$ cat src/sv/noc_pkg.sv
`timescale 1ns / 1ps
`default_nettype none

package noc_pkg;

  localparam int unsigned MaxNucleons = 256;
  localparam int unsigned IdxW        = $clog2(MaxNucleons);
  localparam int unsigned CountW      = 9;
  localparam int unsigned ThreshW     = 34;
  localparam int unsigned CoordW      = 16;
  localparam int unsigned TotalW      = 17;
  localparam int unsigned DrainW      = 2;

  localparam logic [ThreshW-1:0] ThreshReset = ThreshW'(135595);
  localparam logic [CountW-1:0]  CountReset  = CountW'(208);
  localparam logic [CountW-1:0]  CountMax    = CountW'(MaxNucleons);
  localparam logic [TotalW-1:0]  TotalMax    = '1;
  // drain counter value at which the last pair's hit has reached the collision count
  localparam logic [DrainW-1:0]  DrainCycles = DrainW'(3);

  typedef enum logic [1:0] {
    OpLoadA = 2'd0,
    OpLoadB = 2'd1,
    OpRun   = 2'd2,
    OpQuery = 2'd3
  } op_e;

  typedef enum logic [0:0] {
    CfgThreshold = 1'b0,
    CfgCount     = 1'b1
  } cfg_idx_e;

  typedef enum logic [2:0] {
    StIdle  = 3'b001,
    StIssue = 3'b010,
    StDrain = 3'b100
  } state_e;

  typedef struct packed {
    op_e                      opcode;
    logic [IdxW-1:0]          index;
    logic signed [CoordW-1:0] x_pos;
    logic signed [CoordW-1:0] y_pos;
  } cmd_t;

  typedef struct packed {
    logic              status;
    logic [TotalW-1:0] collisions;
    logic              flag_a;
    logic              flag_b;
  } rsp_t;

  typedef struct packed {
    logic signed [CoordW-1:0] x;
    logic signed [CoordW-1:0] y;
  } pos_t;

  typedef struct packed {
    logic [IdxW-1:0] a_idx;
    logic [IdxW-1:0] b_idx;
  } pair_tag_t;

  typedef struct packed {
    logic      valid;
    logic      hit;
    pair_tag_t tag;
  } pair_res_t;

endpackage

`default_nettype wire

$ cat src/sv/noc_pair_dist.sv
`timescale 1ns / 1ps
`default_nettype none

module noc_pair_dist (
  input  wire logic                           clk_i,
  input  wire logic                           rst_ni,
  input  wire logic                           valid_i,
  input  wire noc_pkg::pair_tag_t             tag_i,
  input  wire noc_pkg::pos_t                  a_pos_i,
  input  wire noc_pkg::pos_t                  b_pos_i,
  input  wire logic [noc_pkg::ThreshW-1:0]    thresh_i,
  output noc_pkg::pair_res_t                  res_o
);

  localparam int unsigned CW = noc_pkg::CoordW;
  localparam int unsigned SqW = 2 * CW;

  logic signed [CW:0]   dx, dy;
  logic [CW-1:0]        ax, ay;
  logic [SqW-1:0]       sq_x_d, sq_y_d, sq_x_q, sq_y_q;
  logic                 vld_q;
  noc_pkg::pair_tag_t   tag_q;
  logic [SqW:0]         sum;
  noc_pkg::pair_res_t   res_d, res_q;

  // stage 1: differences and squares
  assign dx = $signed({b_pos_i.x[CW-1], b_pos_i.x}) - $signed({a_pos_i.x[CW-1], a_pos_i.x});
  assign dy = $signed({b_pos_i.y[CW-1], b_pos_i.y}) - $signed({a_pos_i.y[CW-1], a_pos_i.y});
  assign ax = dx[CW] ? CW'(-dx) : dx[CW-1:0];
  assign ay = dy[CW] ? CW'(-dy) : dy[CW-1:0];
  assign sq_x_d = ax * ax;
  assign sq_y_d = ay * ay;

  always_ff @(posedge clk_i) begin
    sq_x_q <= sq_x_d;
    sq_y_q <= sq_y_d;
    tag_q  <= tag_i;
  end

  // stage 2: sum and threshold compare
  assign sum = {1'b0, sq_x_q} + {1'b0, sq_y_q};

  always_comb begin
    res_d.valid = vld_q;
    res_d.hit   = {{(noc_pkg::ThreshW - SqW - 1){1'b0}}, sum} < thresh_i;
    res_d.tag   = tag_q;
  end

  always_ff @(posedge clk_i or negedge rst_ni) begin
    if (!rst_ni) begin
      vld_q <= 1'b0;
      res_q <= '0;
    end else begin
      vld_q <= valid_i;
      res_q <= res_d;
    end
  end

  assign res_o = res_q;

endmodule

`default_nettype wire

$ cat config.mk
export PLATFORM = sky130hd
export DESIGN_NAME = noc_pair_dist
export DESIGN_NICKNAME = d
export VERILOG_FILES = /design/src/sv/noc_pkg.sv /design/src/sv/noc_pair_dist.sv
export SDC_FILE = /design/constraint.sdc
export NUM_CORES = 1
export LEC_CHECK = 0
export ABC_AREA = 0
export BUFFER_PORTS_ARGS = -buffer_cell sky130_fd_sc_hd__buf_2
export CAP_MARGIN = 20
export CELL_PAD_IN_SITES_DETAIL_PLACEMENT = 0
export CELL_PAD_IN_SITES_GLOBAL_PLACEMENT = 1
export CORE_MARGIN = 1.5
export CORE_UTILIZATION = 45
export DETAILED_ROUTE_END_ITERATION = 10
export PLACE_DENSITY_LB_ADDON = 0.1
export SYNTH_ARGS = -nofsm -noshare
export SYNTH_HDL_FRONTEND = slang
export SYNTH_SLANG_ARGS = --single-unit
$ cat constraint.sdc
create_clock -name clk_i -period 7.25 [get_ports clk_i]
set_clock_uncertainty 0.15 [all_clocks]
set_input_delay 0.725 -clock clk_i [delete_from_list [all_inputs] [get_ports clk_i]]
set_output_delay 0.725 -clock clk_i [all_outputs]
set_load 0.01 [all_outputs]
==> out/results.txt, run 1 <==
Final Max Tran Viols - 0
Final-layout setup total negative slack - -36770 ps
DIE HEIGHT - 216 um
Final count of negative-setup-slack endpoints - 43
Antenna diode count - 0
Floorplan Core Area - 45200 sq um
Top FF cell, synth - sky130_fd_sc_hd__dfxtp_1
Remaining global-route overflow - 0
Category of the critical setup timing path - in -> reg
Most frequent CP cell - sky130_fd_sc_hd__fa_1
Run status - finished, violations left
Clock Sink Count - 97
Die area - 46800 sq um
Ratio of cells with drive above 1 in the final layout - 0.336
Total of hold buffers inserted after clock tree synthesis - 0
Area grow syn2layout - 37.7%
Pin count of the biggest net entering global routing - 20
Final-report hold violation count - 0
DR iter-0 viols - 711
Violated checks - negative setup slack
Routed via count - 17560
Met2 routing resource usage after global routing - 0.383
Average wire per standard cell - 14.3 um
Count of nets after finishing - 3712
Wire length of the first global-routing pass - 87.2 mm
Crit path time final - 8750 ps
GR Layer Usage met1 - 0.326
Critical-path maximum fanout - 6
Antenna-violating nets left - 0
Synth Instances - 2314
Total of warnings raised by yosys - 0
Share of Yosys cell area claimed by the top area cell type - 0.320
Global-route total usage across every layer - 0.229
Setup repair after global routing missed its margin - true
Wire length reported by the detailed router - 51.3 mm
Mean post-synth cell area - 8.86 sq um
Placement Rows - 78
Clock insertion delay at the later pin of the skew report - 370 ps
Count of flip-flops with a built-in enable after synthesis - 0
Arrival time of the worst setup path - 8860 ps
Mapped cell area - 20500 sq um
Endpoint required time on the critical path - 7360 ps
Final setup slack of the worst path - -1500 ps
Share of the core filled with cells in the final layout - 0.625
CP max-delay cell - sky130_fd_sc_hd__or4_4
Number of synthesized register bits - 97
I/O Pins - 135
Worst slack at placement - -2050 ps
Biggest area contributors in the synthesized netlist - sky130_fd_sc_hd__fa_1 (32%), sky130_fd_sc_hd__ha_1 (18%), sky130_fd_sc_hd__inv_1 (9.9%)
Final Wtd Congestion - 0.900
Fraction of met3 tracks used by global routing - 0.0274
Count of different cell masters after synthesis - 84
Filler cells - 3946
Dominant cell by count in the synthesized netlist - sky130_fd_sc_hd__inv_1
Dominant cell type by area after synthesis - sky130_fd_sc_hd__fa_1
Cell area after placement - 26300 sq um
Rel. slew slack - 0.307
Hold crit path type - in -> async
Clock Pin Slew Worst Setup and Hold Paths - 80 ps
Antenna violations before repair - 0
Path depth of the worst reg2reg path - 20
Num CTS Buffers - 9
Clock Tree Buf Depth - 2
Max-cap violations - 0
Transition time of the tightest slew-check pin - 1030 ps
Syn Nets - 3049
Slowest cell delay on critical path - 570 ps
Maximum clock frequency - 114 MHz
CTS Root Buffer Type - sky130_fd_sc_hd__clkbuf_16
Crit start category - input pin
Most crowded layer after global routing - met2
Count of buffers inserted at the top-level ports - 134
Most frequent cells after synthesis - sky130_fd_sc_hd__inv_1 (539), sky130_fd_sc_hd__fa_1 (328), sky130_fd_sc_hd__ha_1 (290), sky130_fd_sc_hd__nor2_1 (204), sky130_fd_sc_hd__nand2_1 (151)
Period utilisation layout - 1.21
Vias in the first global route - 18455
Register area share after synthesis - 0.0994
Synth async-reset ratio - 0.196
H-tree level count - 3
Average vias per placed instance - 4.90
Hpwl dp - 44.8 mm
Die boundary width - 216 um
DR DRC count - 0
Kind of end point of the critical path - register
First-pass DRT Iterations - 5
Initial core utilization - 0.454
Fin area - 28200 sq um
CTS tree - yes
[cells in the final DEF, fill, tap and decap left out, drive strengths merged, types with 7 or more instances in the layout]
cell | netlist | routed
dfrtp | 19 | 19
fa | 328 | 328
o31ai | 11 | 11
a211oi | 12 | 12
and2 | 8 | 8
nor2b | 20 | 20
xnor2 | 91 | 91
buf | 13 | 687
a31oi | 8 | 8
o21a | 19 | 19
a21oi | 92 | 92
dfxtp | 78 | 78
nand3 | 24 | 24
clkinv | 10 | 12
xor2 | 49 | 49
ha | 290 | 290
o21ai | 62 | 62
a21o | 58 | 58
clkbuf | 23 | 9
inv | 542 | 545
o31a | 8 | 8
nand4 | 9 | 9
and3 | 11 | 11
nand2 | 152 | 152
nor4 | 7 | 7
o21bai | 17 | 17
o211ai | 8 | 8
nor3 | 27 | 27
or3 | 9 | 9
nand2b | 21 | 21
nor2 | 204 | 204
[stage by stage]
step,std cells,hold WS (ps)
CTS,3553,114
global route,3582,134
global placement,3505,166
detailed placement,3505,170
finish,3582,115
floorplan,2314,166
[worst paths after layout]
path,from,to,slack [ps]
worst max-delay path,b_pos_i[1],sq_y_q[31],-1500
worst min-delay path,rst_ni,res_o[8],110
worst max register to register,sq_x_q[3],res_o[16],1910
worst min register to register,res_d[2],res_o[2],180
max in group asynchronous,rst_ni,res_o[1],6550
min in group clk_i,res_d[2],res_o[2],180
[state kept, by name (all words and copies together), names as in the netlist]
register	flops
vld_q	1
res_d	16
sq_y_q	31
res_o	18
sq_x_q	31
[critical path, delay by kind of cell]
family | cells | cell delay, ps
AOI/OAI and AO/OA | 11 | 2020
adders and majority gates | 8 | 3400
and+or+nand+nor | 7 | 1790
xor gates and xnor gates | 1 | 160
buffers and inverters | 7 | 750
[layout make-up]
| class | instances | area [sq um] | area share |
|---|---|---|---|
| Multi-Input combinational cell | 1630 | 17900 | 0.633 |
| Timing Repair Buffer | 687 | 5120 | 0.182 |
| Inverter | 552 | 2140 | 0.0757 |
| Sequential cell | 97 | 2040 | 0.0722 |
| Tap cell | 600 | 751 | 0.0266 |
| Clock buffer | 9 | 225 | 0.00798 |
| Clock inverter | 7 | 97.6 | 0.00346 |
[timing repair]
action	4_1_cts	5_1_grt
setup buffers	39	35
setup endpoints to repair	46	48
gates cloned	0	1
pin swaps	108	101
resized for setup	147	136
[layer usage]
metal,wire [um],part of all wire
met4,398,0.0078
met1,24700,0.48
met3,2170,0.042
met2,24100,0.47
met5,0,0
[logic make-up after synthesis]
logic type | count (synthesis) | synth area share
compound gates | 344 | 0.114
xor+xnor | 140 | 0.0615
fa+ha+maj | 618 | 0.497
buf+inv | 588 | 0.109
flops | 97 | 0.0994
mux | 2 | 0.000977
simple gates | 525 | 0.118
Power of run 1 is left out: the tool's default activity adds up to more than one toggle a clock period on the data nets, which glitch-free logic cannot reach.
==> run 2: changes to the inputs <==
Settings changed: SETUP_SLACK_MARGIN set to 0.3.
==> run 2 against run 1 <==
Effect of this change:
- the flow still finishes with violations (negative setup slack)
- design area increased by 1.8%
- global-route usage increased by 0.18 points
- register-to-register slack better by 80 ps
- clock-buffer cell count unchanged
- core utilization increased by 1.1 points
- flip-flop and latch count stayed put
- routed wire length is 1.6% higher
- critical path depth up 1
- worst setup slack better by 43 ps
- first-iteration DRC count increased by 7.3%
- critical endpoint is now sq_y_q[30]
- largest cell class unchanged
==> out/results.txt, run 2 (synthesized netlist as in run 1, its figures left out) <==
Hold crit path type - in -> async
Setup repair after global routing missed its margin - true
Global-route total usage across every layer - 0.231 (+0.00183)
Num CTS Buffers - 9 (unchanged)
Initial core utilization - 0.454 (unchanged)
Final-report hold violation count - 0 (unchanged)
Clock Tree Buf Depth - 2 (unchanged)
Antenna violations before repair - 0 (unchanged)
Die boundary width - 216 um (unchanged)
Clock Pin Slew Worst Setup and Hold Paths - 80 ps (about the same)
Floorplan Core Area - 45200 sq um (unchanged)
Leading cell types in the layout, fill and taps excluded - sky130_fd_sc_hd__buf_4 (513), sky130_fd_sc_hd__inv_1 (497), sky130_fd_sc_hd__fa_1 (316), sky130_fd_sc_hd__ha_1 (256), sky130_fd_sc_hd__nor2_1 (176)
CTS Root Buffer Type - sky130_fd_sc_hd__clkbuf_16
CTS tree - yes
Wire length reported by the detailed router - 52.1 mm (+1.6%)
Remaining global-route overflow - 0 (unchanged)
Most frequent CP cell - sky130_fd_sc_hd__fa_1
Filler cells - 3829 (-3.0%)
Worst R2R Setup Slack - 1990 ps (+80 ps)
Final Wtd Congestion - 0.899 (about the same)
Hpwl dp - 44.9 mm (+0.24%)
Arrival time of the worst setup path - 8810 ps (-50 ps)
DR DRC count - 0 (unchanged)
Average vias per placed instance - 4.93 (+0.64%)
Antenna diode count - 0 (unchanged)
R2R Path End - res_o[16]
Fin area - 28700 sq um (+1.8%)
Max-cap violations - 0 (unchanged)
Ratio of cells with drive above 1 in the final layout - 0.350 (+0.0141)
Endpoint required time on the critical path - 7360 ps (about the same)
Vias in the first global route - 18506 (+0.28%)
Rel. slew slack - 0.344 (+0.0370)
Antenna-violating nets left - 0 (unchanged)
Placement Rows - 78 (unchanged)
Count of nets after finishing - 3743 (+0.84%)
Area of all sequential standard cells - 2040 sq um (unchanged)
Area grow syn2layout - 40.2%
Clock insertion delay at the later pin of the skew report - 370 ps (about the same)
Cell area after placement - 26300 sq um (+0.16%)
First-pass DRT Iterations - 7 (+2)
Origin of the worst setup path - b_pos_i[1]
Final setup slack of the worst path - -1460 ps (+43.0 ps)
Final count of negative-setup-slack endpoints - 44 (+2.3%)
DR iter-0 viols - 763 (+7.3%)
Slowest cell delay on critical path - 560 ps (about the same)
Transition time of the tightest slew-check pin - 977 ps (-55.1 ps)
Routed via count - 17826 (+1.5%)
Wire length of the first global-routing pass - 87.6 mm (+0.48%)
Critical-path maximum fanout - 4 (-2)
Average wire per standard cell - 14.4 um (+0.75%)
Combined area of the multi-input logic cells - 18100 sq um (+1.4%)
Maximum clock frequency - 115 MHz (+0.49%)
Die area - 46800 sq um (unchanged)
Crit path time final - 8710 ps (-43.0 ps)
Count of buffers inserted at the top-level ports - 134 (unchanged)
Path depth of the worst reg2reg path - 20 (unchanged)
Pin count of the biggest net entering global routing - 21 (+5.0%)
Violated checks - negative setup slack
Startpoint of the worst-slack reg-to-reg timing path - sq_x_q[3]
Crit start category - input pin
Most common library cell in the layout ignoring fill and taps - sky130_fd_sc_hd__buf_4
Final Max Tran Viols - 0 (unchanged)
DIE HEIGHT - 216 um (unchanged)
Clock Sink Count - 97 (unchanged)
Run status - finished, violations left
CP max-delay cell - sky130_fd_sc_hd__fa_1
Period utilisation layout - 1.20 (-0.00593)
Category of the critical setup timing path - in -> reg
I/O Pins - 135 (unchanged)
Kind of end point of the critical path - register
H-tree level count - 3 (unchanged)
-- run 2: critical path, delay by kind of cell --
kind | cells | cell delay, ps
AO/OA/AOI/OAI | 13 | 2250
XOR/XNOR | 2 | 400
adder cells (fa/ha/maj) | 8 | 3550
buffers and inverters | 8 | 750
AND/OR/NAND/NOR | 4 | 1110
-- run 2: area by class of cell --
class	instances	area share
Multi-Input combinational cell	1630	0.630
Timing Repair Buffer	718	0.189
Inverter	552	0.0739
Sequential cell	97	0.0709
Tap cell	600	0.0261
Clock buffer	9	0.00784
Clock inverter	7	0.00283
-- run 2: through the flow --
step	TNS (ps)	instances	util	setup slack, ps	hold WS [ps]
final	-39500	3613	0.636	-1460	112
after global routing	-51300	3613	0.636	-1700	139
after CTS	-37880	3576	0.617	-1500	114
after detailed placement	-65570	3510	0.582	-2100	170
after global placement	-61500	3510	0.582	-1940	166
after floorplan	-31970	2314	-	-1440	166
-- run 2: how the worst max path moves through the flow --
stage,cells past startpoint,slack [ps],endpoint
floorplan,31,-1440,sq_y_q[31]
global placement,34,-1940,sq_y_q[31]
detailed placement,34,-2100,sq_y_q[31]
CTS,36,-1500,sq_y_q[31]
global route,35,-1700,sq_y_q[30]
finish,35,-1460,sq_y_q[30]
-- run 2: repair_timing --
| item | 4_1_cts | 5_1_grt |
|---|---|---|
| pin swaps | 141 | 119 |
| setup buffers | 49 | 37 |
| gates cloned | 1 | 0 |
| gates resized for setup | 195 | 132 |
| setup endpoints to repair | 48 | 50 |
| hold buffers | 0 | 0 |
-- run 2: routing by layer --
layer	routed length, um	vias to the layer above	GRT usage
li1	-	8722	-
met1	24500	8736	0.332
met2	24500	332	0.379
met3	2670	36	0.0282
met4	469	0	0.0326
met5	0	-	0
Power of run 2 is left out for the same reason.
==> run 3: changes to the inputs <==
Settings changed: CORE_MARGIN 1.5 to 3.
Clock period 7.25 ns to 9.18 ns, I/O delays scaled along.
==> run 3 against run 2 <==
Effect of this change:
- critical path depth did not move
- design area down 11%
- worst setup slack better by 1700 ps
- the run now ends clean
- die area is 2.8% higher
- register-to-register slack better by 2100 ps
- clock-buffer cell count is the same
- via count shrank 6.1%
- sequential share of layout area grew 0.88 points
==> out/results.txt, run 3 (synthesized netlist as in run 1, its figures left out) <==
Run status - finished clean
Antenna-violating nets left - 0 (unchanged)
Clock insertion delay at the later pin of the skew report - 360 ps (about the same)
Floorplan Core Area - 44600 sq um (-1.3%)
Average wire per standard cell - 14.8 um (+2.5%)
Max-cap violations - 0 (unchanged)
Final Wtd Congestion - 0.876 (-2.6%)
Hold crit path type - reg -> reg
Final-report hold violation count - 0 (unchanged)
Ratio of cells with drive above 1 in the final layout - 0.237 (-0.113)
CTS tree - yes
Routed via count - 16731 (-6.1%)
Remaining global-route overflow - 0 (unchanged)
Most frequent CP cell - sky130_fd_sc_hd__fa_1
Clock Pin Slew Worst Setup and Hold Paths - 70 ps (about the same)
Met2 routing resource usage after global routing - 0.348 (-0.0314)
I/O Pins - 135 (unchanged)
Maximum clock frequency - 112 MHz
Crit path time final - 8900 ps
Leading cell types in the layout, fill and taps excluded - sky130_fd_sc_hd__inv_1 (522), sky130_fd_sc_hd__fa_1 (323), sky130_fd_sc_hd__buf_4 (307), sky130_fd_sc_hd__ha_1 (272), sky130_fd_sc_hd__nor2_1 (192)
Setup repair after global routing missed its margin - true
Arrival time of the worst setup path - 9000 ps (+190 ps)
Rel. slew slack - 0.447 (+0.104)
CTS Root Buffer Type - sky130_fd_sc_hd__clkbuf_16
Most common library cell in the layout ignoring fill and taps - sky130_fd_sc_hd__inv_1
Category of the critical setup timing path - in -> reg
Clock Tree Buf Depth - 2 (unchanged)
Most crowded layer after global routing - met2
DR DRC count - 0 (unchanged)
Period utilisation layout - 0.970
Count of nets after finishing - 3481 (-7.0%)
Area grow syn2layout - 24.8%
Antenna diode count - 0 (unchanged)
Initial core utilization - 0.460 (+0.00589)
CP max-delay cell - sky130_fd_sc_hd__fa_1
DR iter-0 viols - 741 (-2.9%)
Placement Rows - 77 (-1.3%)
Worst hold endpoint - res_o[6]
Worst R2R Setup Slack - 4090 ps (+2100 ps)
Transition time of the tightest slew-check pin - 823 ps (-154 ps)
Antenna violations before repair - 0 (unchanged)
First-pass DRT Iterations - 5 (-2)
GR Layer Usage met1 - 0.309 (-0.0238)
Average vias per placed instance - 5.00 (+1.4%)
Path depth of the worst reg2reg path - 22 (+10%)
Cell area after placement - 24300 sq um (-7.6%)
Hpwl dp - 43.3 mm (-3.6%)
Final setup slack of the worst path - 279 ps (+1730 ps)
Wire length of the first global-routing pass - 83.0 mm (-5.2%)
Final count of negative-setup-slack endpoints - 0 (-100%)
Wire length reported by the detailed router - 49.5 mm (-5.2%)
Crit start category - input pin
Die area - 48100 sq um (+2.8%)
DIE HEIGHT - 219 um (+1.4%)
H-tree level count - 3 (unchanged)
Final Max Tran Viols - 0 (unchanged)
Count of buffers inserted at the top-level ports - 134 (unchanged)
Pin count of the biggest net entering global routing - 20 (-4.8%)
Buffers and inverters on the worst path - 8 (unchanged)
Dominant delay contributor by cell family on the critical path - adder cells
Critical-path maximum fanout - 6 (+2)
Slowest cell delay on critical path - 550 ps (about the same)
Startpoint of the tightest hold check path - res_d[6]
Global-route total usage across every layer - 0.212 (-0.0185)
Share of the core filled with cells in the final layout - 0.573 (-0.0628)
Worst slack at placement - -276 ps (+1820 ps)
Clock Sink Count - 97 (unchanged)
Die boundary width - 219 um (+1.4%)
Num CTS Buffers - 9 (unchanged)
Fin area - 25600 sq um (-11%)
R2R Path End - res_o[16]
Endpoint required time on the critical path - 9280 ps (+1920 ps)
Total of hold buffers inserted after clock tree synthesis - 0 (unchanged)
Filler cells - 4096 (+7.0%)
Vias in the first global route - 17498 (-5.4%)
Instance count along the most critical hold path - 0
Startpoint of the worst-slack reg-to-reg timing path - sq_x_q[3]
Kind of end point of the critical path - register
Fraction of met3 tracks used by global routing - 0.0300 (+0.00184)
==> run 3: layout make-up <==
class | count | area [sq um] | share of cell area
timing repair buffer | 456 | 3210 | 0.126
inverter | 552 | 2110 | 0.0825
multi-input combinational | 1630 | 17200 | 0.671
clock inverter | 7 | 90.1 | 0.00352
clock buffer | 9 | 225 | 0.00881
tap | 592 | 741 | 0.0290
sequential | 97 | 2040 | 0.0797
==> run 3: routing by layer <==
layer  part of all wire  wire (um)
met1               0.49      24100
met2               0.46      22700
met3              0.047       2310
met4             0.0066        324
met5                  0          0
==> run 3: through the flow <==
stage | hold slack (ps) | setup TNS, ps | cells
global placement | 167 | -394 | 3287
global route | 178 | -64.8 | 3343
finish | 176 | 0 | 3343
floorplan | 166 | 0 | 2314
detailed placement | 171 | -1150 | 3287
CTS | 180 | 0 | 3316
==> run 3: how the worst max path moves through the flow <==
stage / startpoint / end / slack [ps] / depth (start not counted)
2_1_floorplan: b_pos_i[1] / sq_y_q[31] / 290 / 31
3_3_place_gp: a_pos_i[1] / sq_y_q[31] / -170 / 34
3_5_place_dp: a_pos_i[1] / sq_y_q[31] / -280 / 33
4_1_cts: a_pos_i[1] / sq_y_q[31] / 270 / 36
5_1_grt: b_pos_i[0] / sq_y_q[31] / -60 / 37
6_report: b_pos_i[1] / sq_y_q[31] / 280 / 35
==> run 3: timing repair <==
item,CTS,global route
endpoints found under the hold margin,0,0
buffers inserted,13,25
setup endpoints to repair,5,27
pin swaps,64,68
cloned,0,2
gates resized for setup,40,118
Power of run 3 is left out for the same reason.
